`src/rtl/assert_macros.svh`:
```
// Assertion macros shared by the RTL files.
`ifndef ASSERT_MACROS_SVH
`define ASSERT_MACROS_SVH
`ifndef NO_ASSERTIONS
`define ASSERT_CLK(label, clk, rst_n, prop, msg) \
  label: assert property (@(posedge clk) disable iff (!rst_n) prop) else $error(msg);
`define ASSERT_ALWAYS(label, clk, prop, msg) \
  label: assert property (@(posedge clk) prop) else $error(msg);
`else
`define ASSERT_CLK(label, clk, rst_n, prop, msg)
`define ASSERT_ALWAYS(label, clk, prop, msg)
`endif
`endif

```
`src/rtl/tlvf_pkg.sv`:
```
`timescale 1ns / 1ps
package tlvf_pkg;
  localparam logic [3:0] FUNC_U8    = 4'd0;
  localparam logic [3:0] FUNC_S8    = 4'd1;
  localparam logic [3:0] FUNC_U16   = 4'd2;
  localparam logic [3:0] FUNC_S16   = 4'd3;
  localparam logic [3:0] FUNC_U32   = 4'd4;
  localparam logic [3:0] FUNC_S32   = 4'd5;
  localparam logic [3:0] FUNC_FLOAT = 4'd6;
  localparam logic [3:0] FUNC_HALF  = 4'd7;

  localparam logic [7:0] EXP_REBIAS = 8'd112;

  typedef struct packed {
    logic [3:0]  func;
    logic [3:0]  byte_count;
    logic [31:0] raw_word;
  } in_item_t;

  typedef struct packed {
    logic        conv_error;
    logic [31:0] float_bits;
  } out_item_t;

  // Position of the highest set bit (0 for a zero input).
  function automatic logic [4:0] msb_pos(input logic [31:0] v);
    logic [4:0] p;
    p = '0;
    for (int i = 0; i < 32; i++) begin
      if (v[i]) begin
        p = 5'(i);
      end
    end
    return p;
  endfunction
endpackage

```
`src/rtl/tlvf_int_conv.sv`:
```
`timescale 1ns / 1ps
// Sign and magnitude to single precision with round to nearest even.
module tlvf_int_conv (
  input  logic        neg_i,
  input  logic [31:0] mag_i,
  output logic [31:0] bits_o
);
  logic [4:0]  p;
  logic [31:0] norm;
  logic [23:0] keep;
  logic [7:0]  rem_bits;
  logic        round_up;
  logic [24:0] keep_r;
  logic [7:0]  expo;

  always_comb begin
    p        = tlvf_pkg::msb_pos(mag_i);
    norm     = mag_i << (5'd31 - p);
    keep     = norm[31:8];
    rem_bits = norm[7:0];
    // Bits below the kept 24 only exist when p > 23, which norm already shows.
    round_up = rem_bits[7] && ((rem_bits[6:0] != 7'd0) || keep[0]);
    keep_r   = {1'b0, keep} + {24'd0, round_up};
    expo     = 8'd127 + {3'd0, p};
    if (mag_i == 32'd0) begin
      bits_o = 32'd0;
    end else begin
      // The hidden bit is removed by subtraction, so a rounding carry out of the
      // significand raises the exponent by one on its own.
      bits_o = {neg_i, ({expo, 23'd0} + {6'd0, keep_r} - 31'h0080_0000)};
    end
  end
endmodule

```
`src/rtl/tlvf_half_conv.sv`:
```
`timescale 1ns / 1ps
// Half precision to single precision, exact widening.
module tlvf_half_conv (
  input  logic [15:0] half_i,
  output logic [31:0] bits_o
);
  logic        s;
  logic [4:0]  e;
  logic [9:0]  f;
  logic [4:0]  p;
  logic [9:0]  fn;
  logic [7:0]  en;

  always_comb begin
    s  = half_i[15];
    e  = half_i[14:10];
    f  = half_i[9:0];
    p  = tlvf_pkg::msb_pos({22'd0, f});
    fn = 10'(f << (5'd10 - p));
    en = tlvf_pkg::EXP_REBIAS - 8'd9 + {3'd0, p};
    if (e == 5'd0) begin
      if (f == 10'd0) begin
        bits_o = {s, 31'd0};
      end else begin
        bits_o = {s, en, fn, 13'd0};
      end
    end else if (e == 5'h1f) begin
      bits_o = {s, 8'hff, f, 13'd0};
    end else begin
      bits_o = {s, {3'd0, e} + tlvf_pkg::EXP_REBIAS, f, 13'd0};
    end
  end
endmodule

```
`src/rtl/typed_log_value_to_float32.sv`:
```
`timescale 1ns / 1ps
// Converts a typed raw value (8/16/32-bit signed or unsigned integer, single or
// half float) to IEEE single-precision bits. An item passes through the input
// register and then the result register, and a new item is accepted every cycle
// unless a stalled output holds both registers full; the result register and a
// skid-free ready path (ready while the input register is empty or can pass its
// item on to a result register that is empty or being drained) set that rate.
// Unknown type codes or a byte count that does not match the type give +0.0
// with the error flag set. Large 32-bit integers round to nearest, ties to even.
`include "assert_macros.svh"
module typed_log_value_to_float32 (
  input  logic        clk_i,
  input  logic        rst_ni,
  input  logic        s_axis_tvalid,
  output logic        s_axis_tready,
  input  logic [39:0] s_axis_tdata,  // func[3:0], byte_count[7:4], raw_word[39:8]
  output logic        m_axis_tvalid,
  input  logic        m_axis_tready,
  output logic [39:0] m_axis_tdata   // float_bits[31:0], conv_error[32], zeros above
);
  tlvf_pkg::in_item_t  in_q;
  logic                in_vld_q;
  tlvf_pkg::out_item_t out_q, out_d;
  logic                out_vld_q;
  logic                in_ready;
  logic                out_load;
  logic                int_neg;
  logic [31:0]         int_mag;
  logic [31:0]         int_bits;
  logic [31:0]         half_bits;
  logic                size_ok;

  // Stage 2 loads whenever it is empty or drained; stage 1 moves on with it.
  assign out_load      = !out_vld_q || m_axis_tready;
  assign in_ready      = !in_vld_q || out_load;
  assign s_axis_tready = in_ready;

  always_ff @(posedge clk_i or negedge rst_ni) begin
    if (!rst_ni) begin
      in_vld_q <= 1'b0;
    end else if (in_ready) begin
      in_vld_q <= s_axis_tvalid;
    end
  end

  always_ff @(posedge clk_i) begin
    if (in_ready && s_axis_tvalid) begin
      in_q <= tlvf_pkg::in_item_t'({s_axis_tdata[3:0], s_axis_tdata[7:4], s_axis_tdata[39:8]});
    end
  end

  // Select sign and magnitude for the integer path.
  always_comb begin
    int_neg = 1'b0;
    int_mag = 32'd0;
    unique case (in_q.func)
      tlvf_pkg::FUNC_U8:  int_mag = {24'd0, in_q.raw_word[7:0]};
      tlvf_pkg::FUNC_S8: begin
        int_neg = in_q.raw_word[7];
        int_mag = {24'd0, int_neg ? 8'(-in_q.raw_word[7:0]) : in_q.raw_word[7:0]};
      end
      tlvf_pkg::FUNC_U16: int_mag = {16'd0, in_q.raw_word[15:0]};
      tlvf_pkg::FUNC_S16: begin
        int_neg = in_q.raw_word[15];
        int_mag = {16'd0, int_neg ? 16'(-in_q.raw_word[15:0]) : in_q.raw_word[15:0]};
      end
      tlvf_pkg::FUNC_U32: int_mag = in_q.raw_word;
      tlvf_pkg::FUNC_S32: begin
        int_neg = in_q.raw_word[31];
        int_mag = int_neg ? -in_q.raw_word : in_q.raw_word;
      end
      default: begin
        int_neg = 1'b0;
        int_mag = 32'd0;
      end
    endcase
  end

  tlvf_int_conv u_int (.neg_i(int_neg), .mag_i(int_mag), .bits_o(int_bits));
  tlvf_half_conv u_half (.half_i(in_q.raw_word[15:0]), .bits_o(half_bits));

  always_comb begin
    unique case (in_q.func)
      tlvf_pkg::FUNC_U8, tlvf_pkg::FUNC_S8: size_ok = (in_q.byte_count == 4'd1);
      tlvf_pkg::FUNC_U16, tlvf_pkg::FUNC_S16,
      tlvf_pkg::FUNC_HALF: size_ok = (in_q.byte_count == 4'd2);
      tlvf_pkg::FUNC_U32, tlvf_pkg::FUNC_S32,
      tlvf_pkg::FUNC_FLOAT: size_ok = (in_q.byte_count == 4'd4);
      default: size_ok = 1'b0;
    endcase
    out_d.conv_error = !size_ok;
    if (!size_ok) begin
      out_d.float_bits = 32'd0;
    end else if (in_q.func == tlvf_pkg::FUNC_FLOAT) begin
      out_d.float_bits = in_q.raw_word;
    end else if (in_q.func == tlvf_pkg::FUNC_HALF) begin
      out_d.float_bits = half_bits;
    end else begin
      out_d.float_bits = int_bits;
    end
  end

  always_ff @(posedge clk_i or negedge rst_ni) begin
    if (!rst_ni) begin
      out_vld_q <= 1'b0;
    end else if (out_load) begin
      out_vld_q <= in_vld_q;
    end
  end

  always_ff @(posedge clk_i) begin
    if (out_load && in_vld_q) begin
      out_q <= out_d;
    end
  end

  assign m_axis_tvalid = out_vld_q;
  assign m_axis_tdata  = {7'd0, out_q.conv_error, out_q.float_bits};

  `ASSERT_CLK(a_err_zero, clk_i, rst_ni,
    m_axis_tvalid && out_q.conv_error |-> out_q.float_bits == 32'd0, "error result not +0.0")
  `ASSERT_CLK(a_hold, clk_i, rst_ni,
    m_axis_tvalid && !m_axis_tready |=> m_axis_tvalid && $stable(out_q), "stalled result moved")
  `ASSERT_CLK(a_adv, clk_i, rst_ni,
    in_vld_q && out_load |=> m_axis_tvalid, "item lost between stages")
endmodule
```
`config.mk`:
```
export PLATFORM = sky130hd
export DESIGN_NAME = typed_log_value_to_float32
export DESIGN_NICKNAME = d
export VERILOG_FILES = /design/src/rtl/tlvf_pkg.sv /design/src/rtl/tlvf_int_conv.sv /design/src/rtl/tlvf_half_conv.sv /design/src/rtl/typed_log_value_to_float32.sv
export VERILOG_INCLUDE_DIRS = /design/src /design/src/rtl
export SDC_FILE = /design/constraint.sdc
export NUM_CORES = 1
export LEC_CHECK = 0
export ABC_AREA = 1
export BUFFER_PORTS_ARGS = -buffer_cell sky130_fd_sc_hd__buf_4
export CORE_MARGIN = 4
export CORE_UTILIZATION = 55
export CTS_BUF_LIST = sky130_fd_sc_hd__clkbuf_8
export CTS_CLUSTER_DIAMETER = 200
export CTS_CLUSTER_SIZE = 40
export DETAILED_ROUTE_END_ITERATION = 8
export GPL_TIMING_DRIVEN = 0
export PLACE_DENSITY_LB_ADDON = 0.05
export SLEW_MARGIN = 20
export SYNTH_ARGS = -nofsm -noshare
export SYNTH_HDL_FRONTEND = slang
export SYNTH_HIERARCHICAL = 1
export SYNTH_SLANG_ARGS = --single-unit
```
`constraint.sdc`:
```
create_clock -name clk_i -period 6.4 [get_ports clk_i]
set_input_delay 1.28 -clock clk_i [delete_from_list [all_inputs] [get_ports clk_i]]
set_output_delay 1.28 -clock clk_i [all_outputs]
set_load 0.05 [all_outputs]
```
==> reports/qor.yml, run 1 <==
status: "finished, final reports clean"
regToRegSetupSlack_ns: 0.22
critPathKind: "flop to flop"
critPathMaxStageDelay_ns: 0.49
reg2reg_depth: 58
dp_hpwl_microns: 25760
clk_path_buf_depth: 2
fmax_ghz: 0.1618
start_util_pct: 56.79
cts_tree: "yes"
syn_to_final_growth_pct: 22.70
io_buffers: 78
grt_pass1_wl_microns: 50760
ys_types: 48
dr.pass1.iters: 6
core-area_sq_mm: 0.01612
cpMaxStageDelayCell: "edfxtp_1"
dieArea_sq_mm: 0.01877
whs_path_depth: 2
min_from: "in_vld_q"
fill_cells: 1462
die_h_microns: 137.0
synth-edff-count: 73
via_count: 11080
viasPerCell: 5.832
syn_avg_cell_area_sq_um: 6.029
synth.most_common_cell: "nand2_1"
reg2reg_to: "m_axis_tdata[30]"
critical_path.endpoint_type: "flop"
grt_pass1_vias: 9801
max_slew_margin_pct: 46.39
rsz0062_at_grt: "yes"
cts_sinks: 75
grt_max_degree: 41
crit_arrival_ns: 6.30
post-route-min-period_ns: 6.180
routed_wl_microns: 33890
diodes: 0
wire_per_inst_microns: 17.84
setup_slack_ns: 0.2201
ys_warn_count: 6
synth_top_area_share_pct: 23.95
netlist_area_sq_mm: 0.009151
cap_violations: 0
slew_viol_final: 0
synth_cells: 1518
cp_max_fo: 8
grt-ovfl-total: 0
die_w_microns: 137.0
dp_slack_ns: -1.145
numCtsBuffers: 9
clk_pin_slew_ns: 0.09
holdPathEnd: "m_axis_tvalid"
yosys_most_used_dff: "edfxtp_1"
antenna_found_initial: 0
powerDensity_mw_per_mm2: 320.6
synth_area_leaders: "edfxtp_1 24%, nand2_1 18%, nand3_1 14%"
post-route-period-util_pct: 96.56
ys_top_cells_by_count: "439 x nand2_1, 264 x nand3_1, 189 x inv_1"
multi_input_area_sq_mm: 0.006235
crit_path_frequent_cell: "nand2_1"
drtAntennaViolNets: 0
area.sequential_sq_mm: 0.002242
r2r-start: "in_q[36]"
dr.first_iter.drc_count: 1506
clockRootBuffer: "clkbuf_8"
async_reset_ff_share_pct: 2.667
rows: 46
hold_path.class: "flop to flop"
htree_levels: 3
tightest_slew_ns: 0.8030
clk_latency_ns: 0.38
fin_skew_ns: 0.01929
p_leak_nw: 5.425
vdd_drop_max_mv: 0.1664
required_ns: 6.52
io_pins: 86
synth_top_area_cell: "edfxtp_1"
ys_seq_area_share_pct: 24.50
layout-drive-gt1-share_pct: 23.22
setup_tns_ns: 0
fin_nets: 1738
cp-start-kind: "flop"
hold_viol_final: 0
gp_congestion: 1.081
setup_viol_count_final: 0
ys_ff_latch: 75
grt_usage_pct: 34.76
post-route-drc-count: 0
## timing repair
item	in CTS	in global routing
hold buffers	0	0
cloned	0	0
setup endpoints to repair	24	24
resized for setup	14	136
pin swaps	2	57
setup buffers	13	40
## state kept, by name, indices dropped and copies added (netlist names)
name,flops
in_q,40
m_axis_tvalid,1
in_vld_q,1
m_axis_tdata,33
## per-layer routing
metal,up-vias,wire length (microns),track usage [%]
met5,-,0,0
met4,0,1790,17.24
met3,142,3585,4.669
met2,769,15830,57.68
met1,4934,12680,44.42
li1,5235,-,-
## cell usage in the layout, fill, tap and decap left out, drive strengths merged, types with 2 or more instances in the layout
cell type	Yosys	final
nand4	15	15
ha	15	15
or2	2	2
a21boi	3	3
xor2	20	20
inv	202	206
o31ai	2	2
o21ai	119	119
nand2	469	469
clkinvlp	0	4
xnor2	4	4
clkbuf	17	26
dfrtp	2	2
a21oi	33	33
nor2	168	168
nor3	12	12
nand3b	3	3
o22ai	3	3
buf	53	185
clkinv	7	6
nand3	278	278
conb	2	20
a211oi	2	2
edfxtp	73	73
o211ai	6	6
nor4	5	5
## final cells by class
cell class | count | share of cell area, %
multi-input combinational | 1182 | 55.53
sequential | 75 | 19.97
timing repair buffer | 132 | 9.171
inverter | 209 | 7.132
buffer | 70 | 4.201
tap | 216 | 2.407
clock buffer | 9 | 1.103
clock inverter | 7 | 0.4903
## worst max-delay path by stage
stage | start | end | slack [ns] | cells past startpoint
5_1_grt | in_q[39] | m_axis_tdata[30] | -0.24 | 61
4_1_cts | in_q[38] | m_axis_tdata[30] | 0.005 | 61
3_5_place_dp | in_q[0] | m_axis_tdata[30] | -1.15 | 34
2_1_floorplan | in_q[39] | m_axis_tdata[30] | 0.82 | 65
3_3_place_gp | in_q[0] | m_axis_tdata[30] | -1.06 | 34
6_report | in_q[36] | m_axis_tdata[30] | 0.22 | 58
## metrics by stage
stage / hold slack (ns) / std cells / total power, W / utilization (%) / instance area (sq um)
finish: 0.5185 / 1900 / 0.003599 / 69.67 / 11230
global route: 0.5884 / 1900 / 0.003840 / 69.67 / 11230
CTS: 0.5242 / 1860 / 0.003216 / 64.77 / 10440
detailed placement: 0.4954 / 1831 / 0.002820 / 62.76 / 10110
global placement: 0.4518 / 1830 / 0.002808 / 62.52 / 10070
floorplan: 0.4471 / 1536 / 0.002205 / - / 9219
## where the power goes
part	internal (W)	switching (W)	leakage [nW]
registers	0.000591	0.0000340	0.731
clock network	0.000146	0.000210	0.0923
logic	0.000860	0.00176	4.60
total	0.00160	0.00200	5.42
## worst max-delay path, delay by kind of cell (launching register included)
family,cells,cell delay (ns)
AND/OR/NAND/NOR,45,3.41
AO/OA/AOI/OAI,5,0.89
buffers and inverters,6,0.77
flip-flops,1,0.49
adder cells (fa/ha/maj),2,0.35
## cells by family after synthesis
group / synth area share (%)
other cells: 0.08207
xor+xnor: 2.502
buf+inv: 13.65
simple gates: 47.31
flops: 24.50
compound gates: 9.912
fa+ha+maj: 2.051
Note: power is estimated with default switching activity, not from simulation.
==> run 2, diff against run 1 <==
--- a/config.mk
+++ b/config.mk
@@ -8,8 +8,10 @@
 export LEC_CHECK = 0
 export ABC_AREA = 1
 export BUFFER_PORTS_ARGS = -buffer_cell sky130_fd_sc_hd__buf_4
+export CELL_PAD_IN_SITES_DETAIL_PLACEMENT = 0
+export CELL_PAD_IN_SITES_GLOBAL_PLACEMENT = 1
 export CORE_MARGIN = 4
-export CORE_UTILIZATION = 55
+export CORE_UTILIZATION = 44
 export CTS_BUF_LIST = sky130_fd_sc_hd__clkbuf_8
 export CTS_CLUSTER_DIAMETER = 200
 export CTS_CLUSTER_SIZE = 40
==> constraint.sdc (replaced) <==
create_clock -name clk_i -period 6.4 [get_ports clk_i]
set_input_delay 1.28 -clock clk_i [delete_from_list [all_inputs] [get_ports clk_i]]
set_output_delay 1.28 -clock clk_i [all_outputs]
set_load 0.1 [all_outputs]
==> run 2 against run 1 <==
Clock skew is 0.0012 ns higher. Global-route usage is 6.6 points lower. Clock-buffer cell count stayed put. Critical endpoint unchanged. Sequential power hardly changed. Flip-flop and latch count stayed put.
==> reports/qor.yml, run 2 (synthesis results as in run 1) <==
fmax_ghz: 0.1645  # +1.6%
layout-drive-gt1-share_pct: 22.11  # -1.1 points
setup_slack_ns: 0.3194  # +0.09924 ns
fin_nets: 1741  # +0.17%
crit_arrival_ns: 6.20  # -0.10 ns
critical_path_buf_inv_count: 5  # -1
fill_cells: 2085  # +43%
hold_viol_final: 0  # unchanged
regToRegSetupSlack_ns: 0.32  # +0.10 ns
clk_path_buf_depth: 2  # unchanged
post-route-min-period_ns: 6.081  # -0.09924 ns
cp-start-kind: "flop"
tightest_slew_ns: 0.7844  # -0.01861 ns
p_leak_nw: 5.477  # +0.97%
routed_wl_microns: 34260  # +1.1%
core-area_sq_mm: 0.02036  # +26%
largest_register: "in_q"
dr.pass1.iters: 5  # -1
p_switching_w: 0.002051  # +2.4%
cp_max_fo: 10  # +2
start_util_pct: 44.94  # -12 points
diodes: 0  # unchanged
sequentialPowerShare_pct: 16.7  # -0.7 points
numCtsBuffers: 9  # unchanged
io_pins: 86  # unchanged
pwr-share-comb_pct: 72.2  # -0.5 points
whs_ns: 0.5260  # +0.007508 ns
antenna_found_initial: 0  # unchanged
layout_commonest_cell: "nand2_1"
crit_family: "simple AND/OR/NAND/NOR gates"
status: "finished, final reports clean"
dp_slack_ns: -1.344  # -0.1986 ns
grt_pass1_vias: 9435  # -3.7%
post-route-period-util_pct: 95.01  # -1.6 points
fin_skew_ns: 0.02045  # +0.001164 ns
grt_pass1_wl_microns: 52120  # +2.7%
grt_max_degree: 41  # unchanged
vdd_drop_max_mv: 0.1839  # +11%
cap_violations: 0  # unchanged
setup_tns_ns: 0  # unchanged
viasPerCell: 5.386  # -7.6%
grt_usage_pct: 28.16  # -6.6 points
hold_path.class: "flop to flop"
dp_hpwl_microns: 27190  # +5.6%
cp_num_cells: 56  # -3.4%
final_cell_mix: "417 x nand2_1, 253 x nand3_1, 182 x inv_1"
die_h_microns: 152.2  # +11%
r2r-start: "in_q[39]"
required_ns: 6.52  # about the same
cpMaxStageDelayCell: "edfxtp_1"
netSwitchingFraction_pct: 54.78  # -0.86 points
cts_sinks: 75  # unchanged
critPathMaxStageDelay_ns: 0.49  # about the same
slew_viol_final: 0  # unchanged
final_cell_area_sq_mm: 0.01129  # +0.58%
dr.first_iter.drc_count: 883  # -41%
htree_levels: 3  # unchanged
crit_end: "m_axis_tdata[30]"
cts_tree: "yes"
largest_reg_flops: 40  # unchanged
critPathKind: "flop to flop"
clockRootBuffer: "clkbuf_8"
setup_viol_count_final: 0  # unchanged
worstSetupStartpoint: "in_q[39]"
critical_path.endpoint_type: "flop"
clk_pin_slew_ns: 0.08  # about the same
post-route-drc-count: 0  # unchanged
via_count: 10540  # -4.9%
io_buffers: 78  # unchanged
drtAntennaViolNets: 0  # unchanged
die_w_microns: 152.2  # +11%
crit_path_frequent_cell: "nand2_1"
powerDensity_mw_per_mm2: 331.6  # +3.4%
dpl-instance-area_sq_mm: 0.01018  # +0.67%
pwr-share-clk_pct: 11.1  # +1.2 points
reg2reg_to: "m_axis_tdata[30]"
reg2reg_depth: 56  # -3.4%
syn_to_final_growth_pct: 23.41
gp_congestion: 0.9559  # -12%
dieArea_sq_mm: 0.02317  # +23%
wire_per_inst_microns: 17.50  # -1.9%
rows: 52  # +13%
rsz0062_at_grt: "yes"
grt-ovfl-total: 0  # unchanged
clk_latency_ns: 0.37  # about the same
cellInternalPower_w: 0.001693  # +6.1%
max_slew_margin_pct: 47.63  # +1.2 points
==> run 2: worst min-delay path by stage <==
stage | start | end | slack (ns) | depth (start not counted)
global route | in_vld_q | m_axis_tvalid | 0.57 | 2
global placement | in_vld_q | m_axis_tvalid | 0.46 | 2
floorplan | in_vld_q | m_axis_tvalid | 0.45 | 2
finish | in_vld_q | m_axis_tvalid | 0.53 | 2
detailed placement | in_vld_q | m_axis_tvalid | 0.51 | 2
CTS | in_vld_q | m_axis_tvalid | 0.53 | 2
==> run 2: stage by stage <==
stage / utilization (%) / power (W) / cells
final: 55.46 / 0.003745 / 1957
after global placement: 49.80 / 0.002960 / 1884
after floorplan: - / 0.002297 / 1536
after global routing: 55.46 / 0.004005 / 1957
after CTS: 51.82 / 0.003402 / 1913
after detailed placement: 49.99 / 0.002949 / 1885
==> run 2: worst reg2reg max path: cells and delay by family (launching register included) <==
| family | cells | cell delay (ns) |
|---|---|---|
| AO/OA/AOI/OAI | 5 | 0.65 |
| buffers and inverters | 5 | 0.69 |
| adder cells (fa/ha/maj) | 2 | 0.40 |
| flip-flops | 1 | 0.49 |
| AND/OR/NAND/NOR | 44 | 3.61 |
==> run 2: repair_timing <==
item                       CTS  global route
buffers inserted            12            42
resized for setup           18           100
hold buffers                 0             0
cloned                       0             2
setup endpoints to repair   29            24
pin swaps                    1            45
==> run 2: power by group through the flow <==
stage,Combinational [W],Sequential (W),Clock (W)
after floorplan,0.00151,0.000786,0
after global placement,0.00231,0.000647,0
after detailed placement,0.00230,0.000645,0
after CTS,0.00236,0.000624,0.000422
after global routing,0.00293,0.000630,0.000441
final,0.00270,0.000625,0.000417
==> run 2: layer usage <==
| metal | GRT usage (%) | up-vias | wire (microns) |
|---|---|---|---|
| met4 | 9.332 | 0 | 1087 |
| met3 | 2.982 | 69 | 2425 |
| met5 | 0 | - | 0 |
| li1 | - | 5245 | - |
| met1 | 38.86 | 4795 | 14620 |
| met2 | 46.32 | 432 | 16130 |
==> run 2: area by class of cell <==
| cell class | instances | area [sq um] | share of cell area (%) |
|---|---|---|---|
| plain buffers | 70 | 474.2 | 4.199 |
| clock buffers | 9 | 123.9 | 1.097 |
| clock inverters | 7 | 98.84 | 0.8753 |
| inverters | 209 | 798.3 | 7.068 |
| multi-input cells | 1182 | 6133 | 54.31 |
| flip-flops and latches | 75 | 2242 | 19.85 |
| well taps | 270 | 337.8 | 2.991 |
| repair buffers | 135 | 1085 | 9.606 |
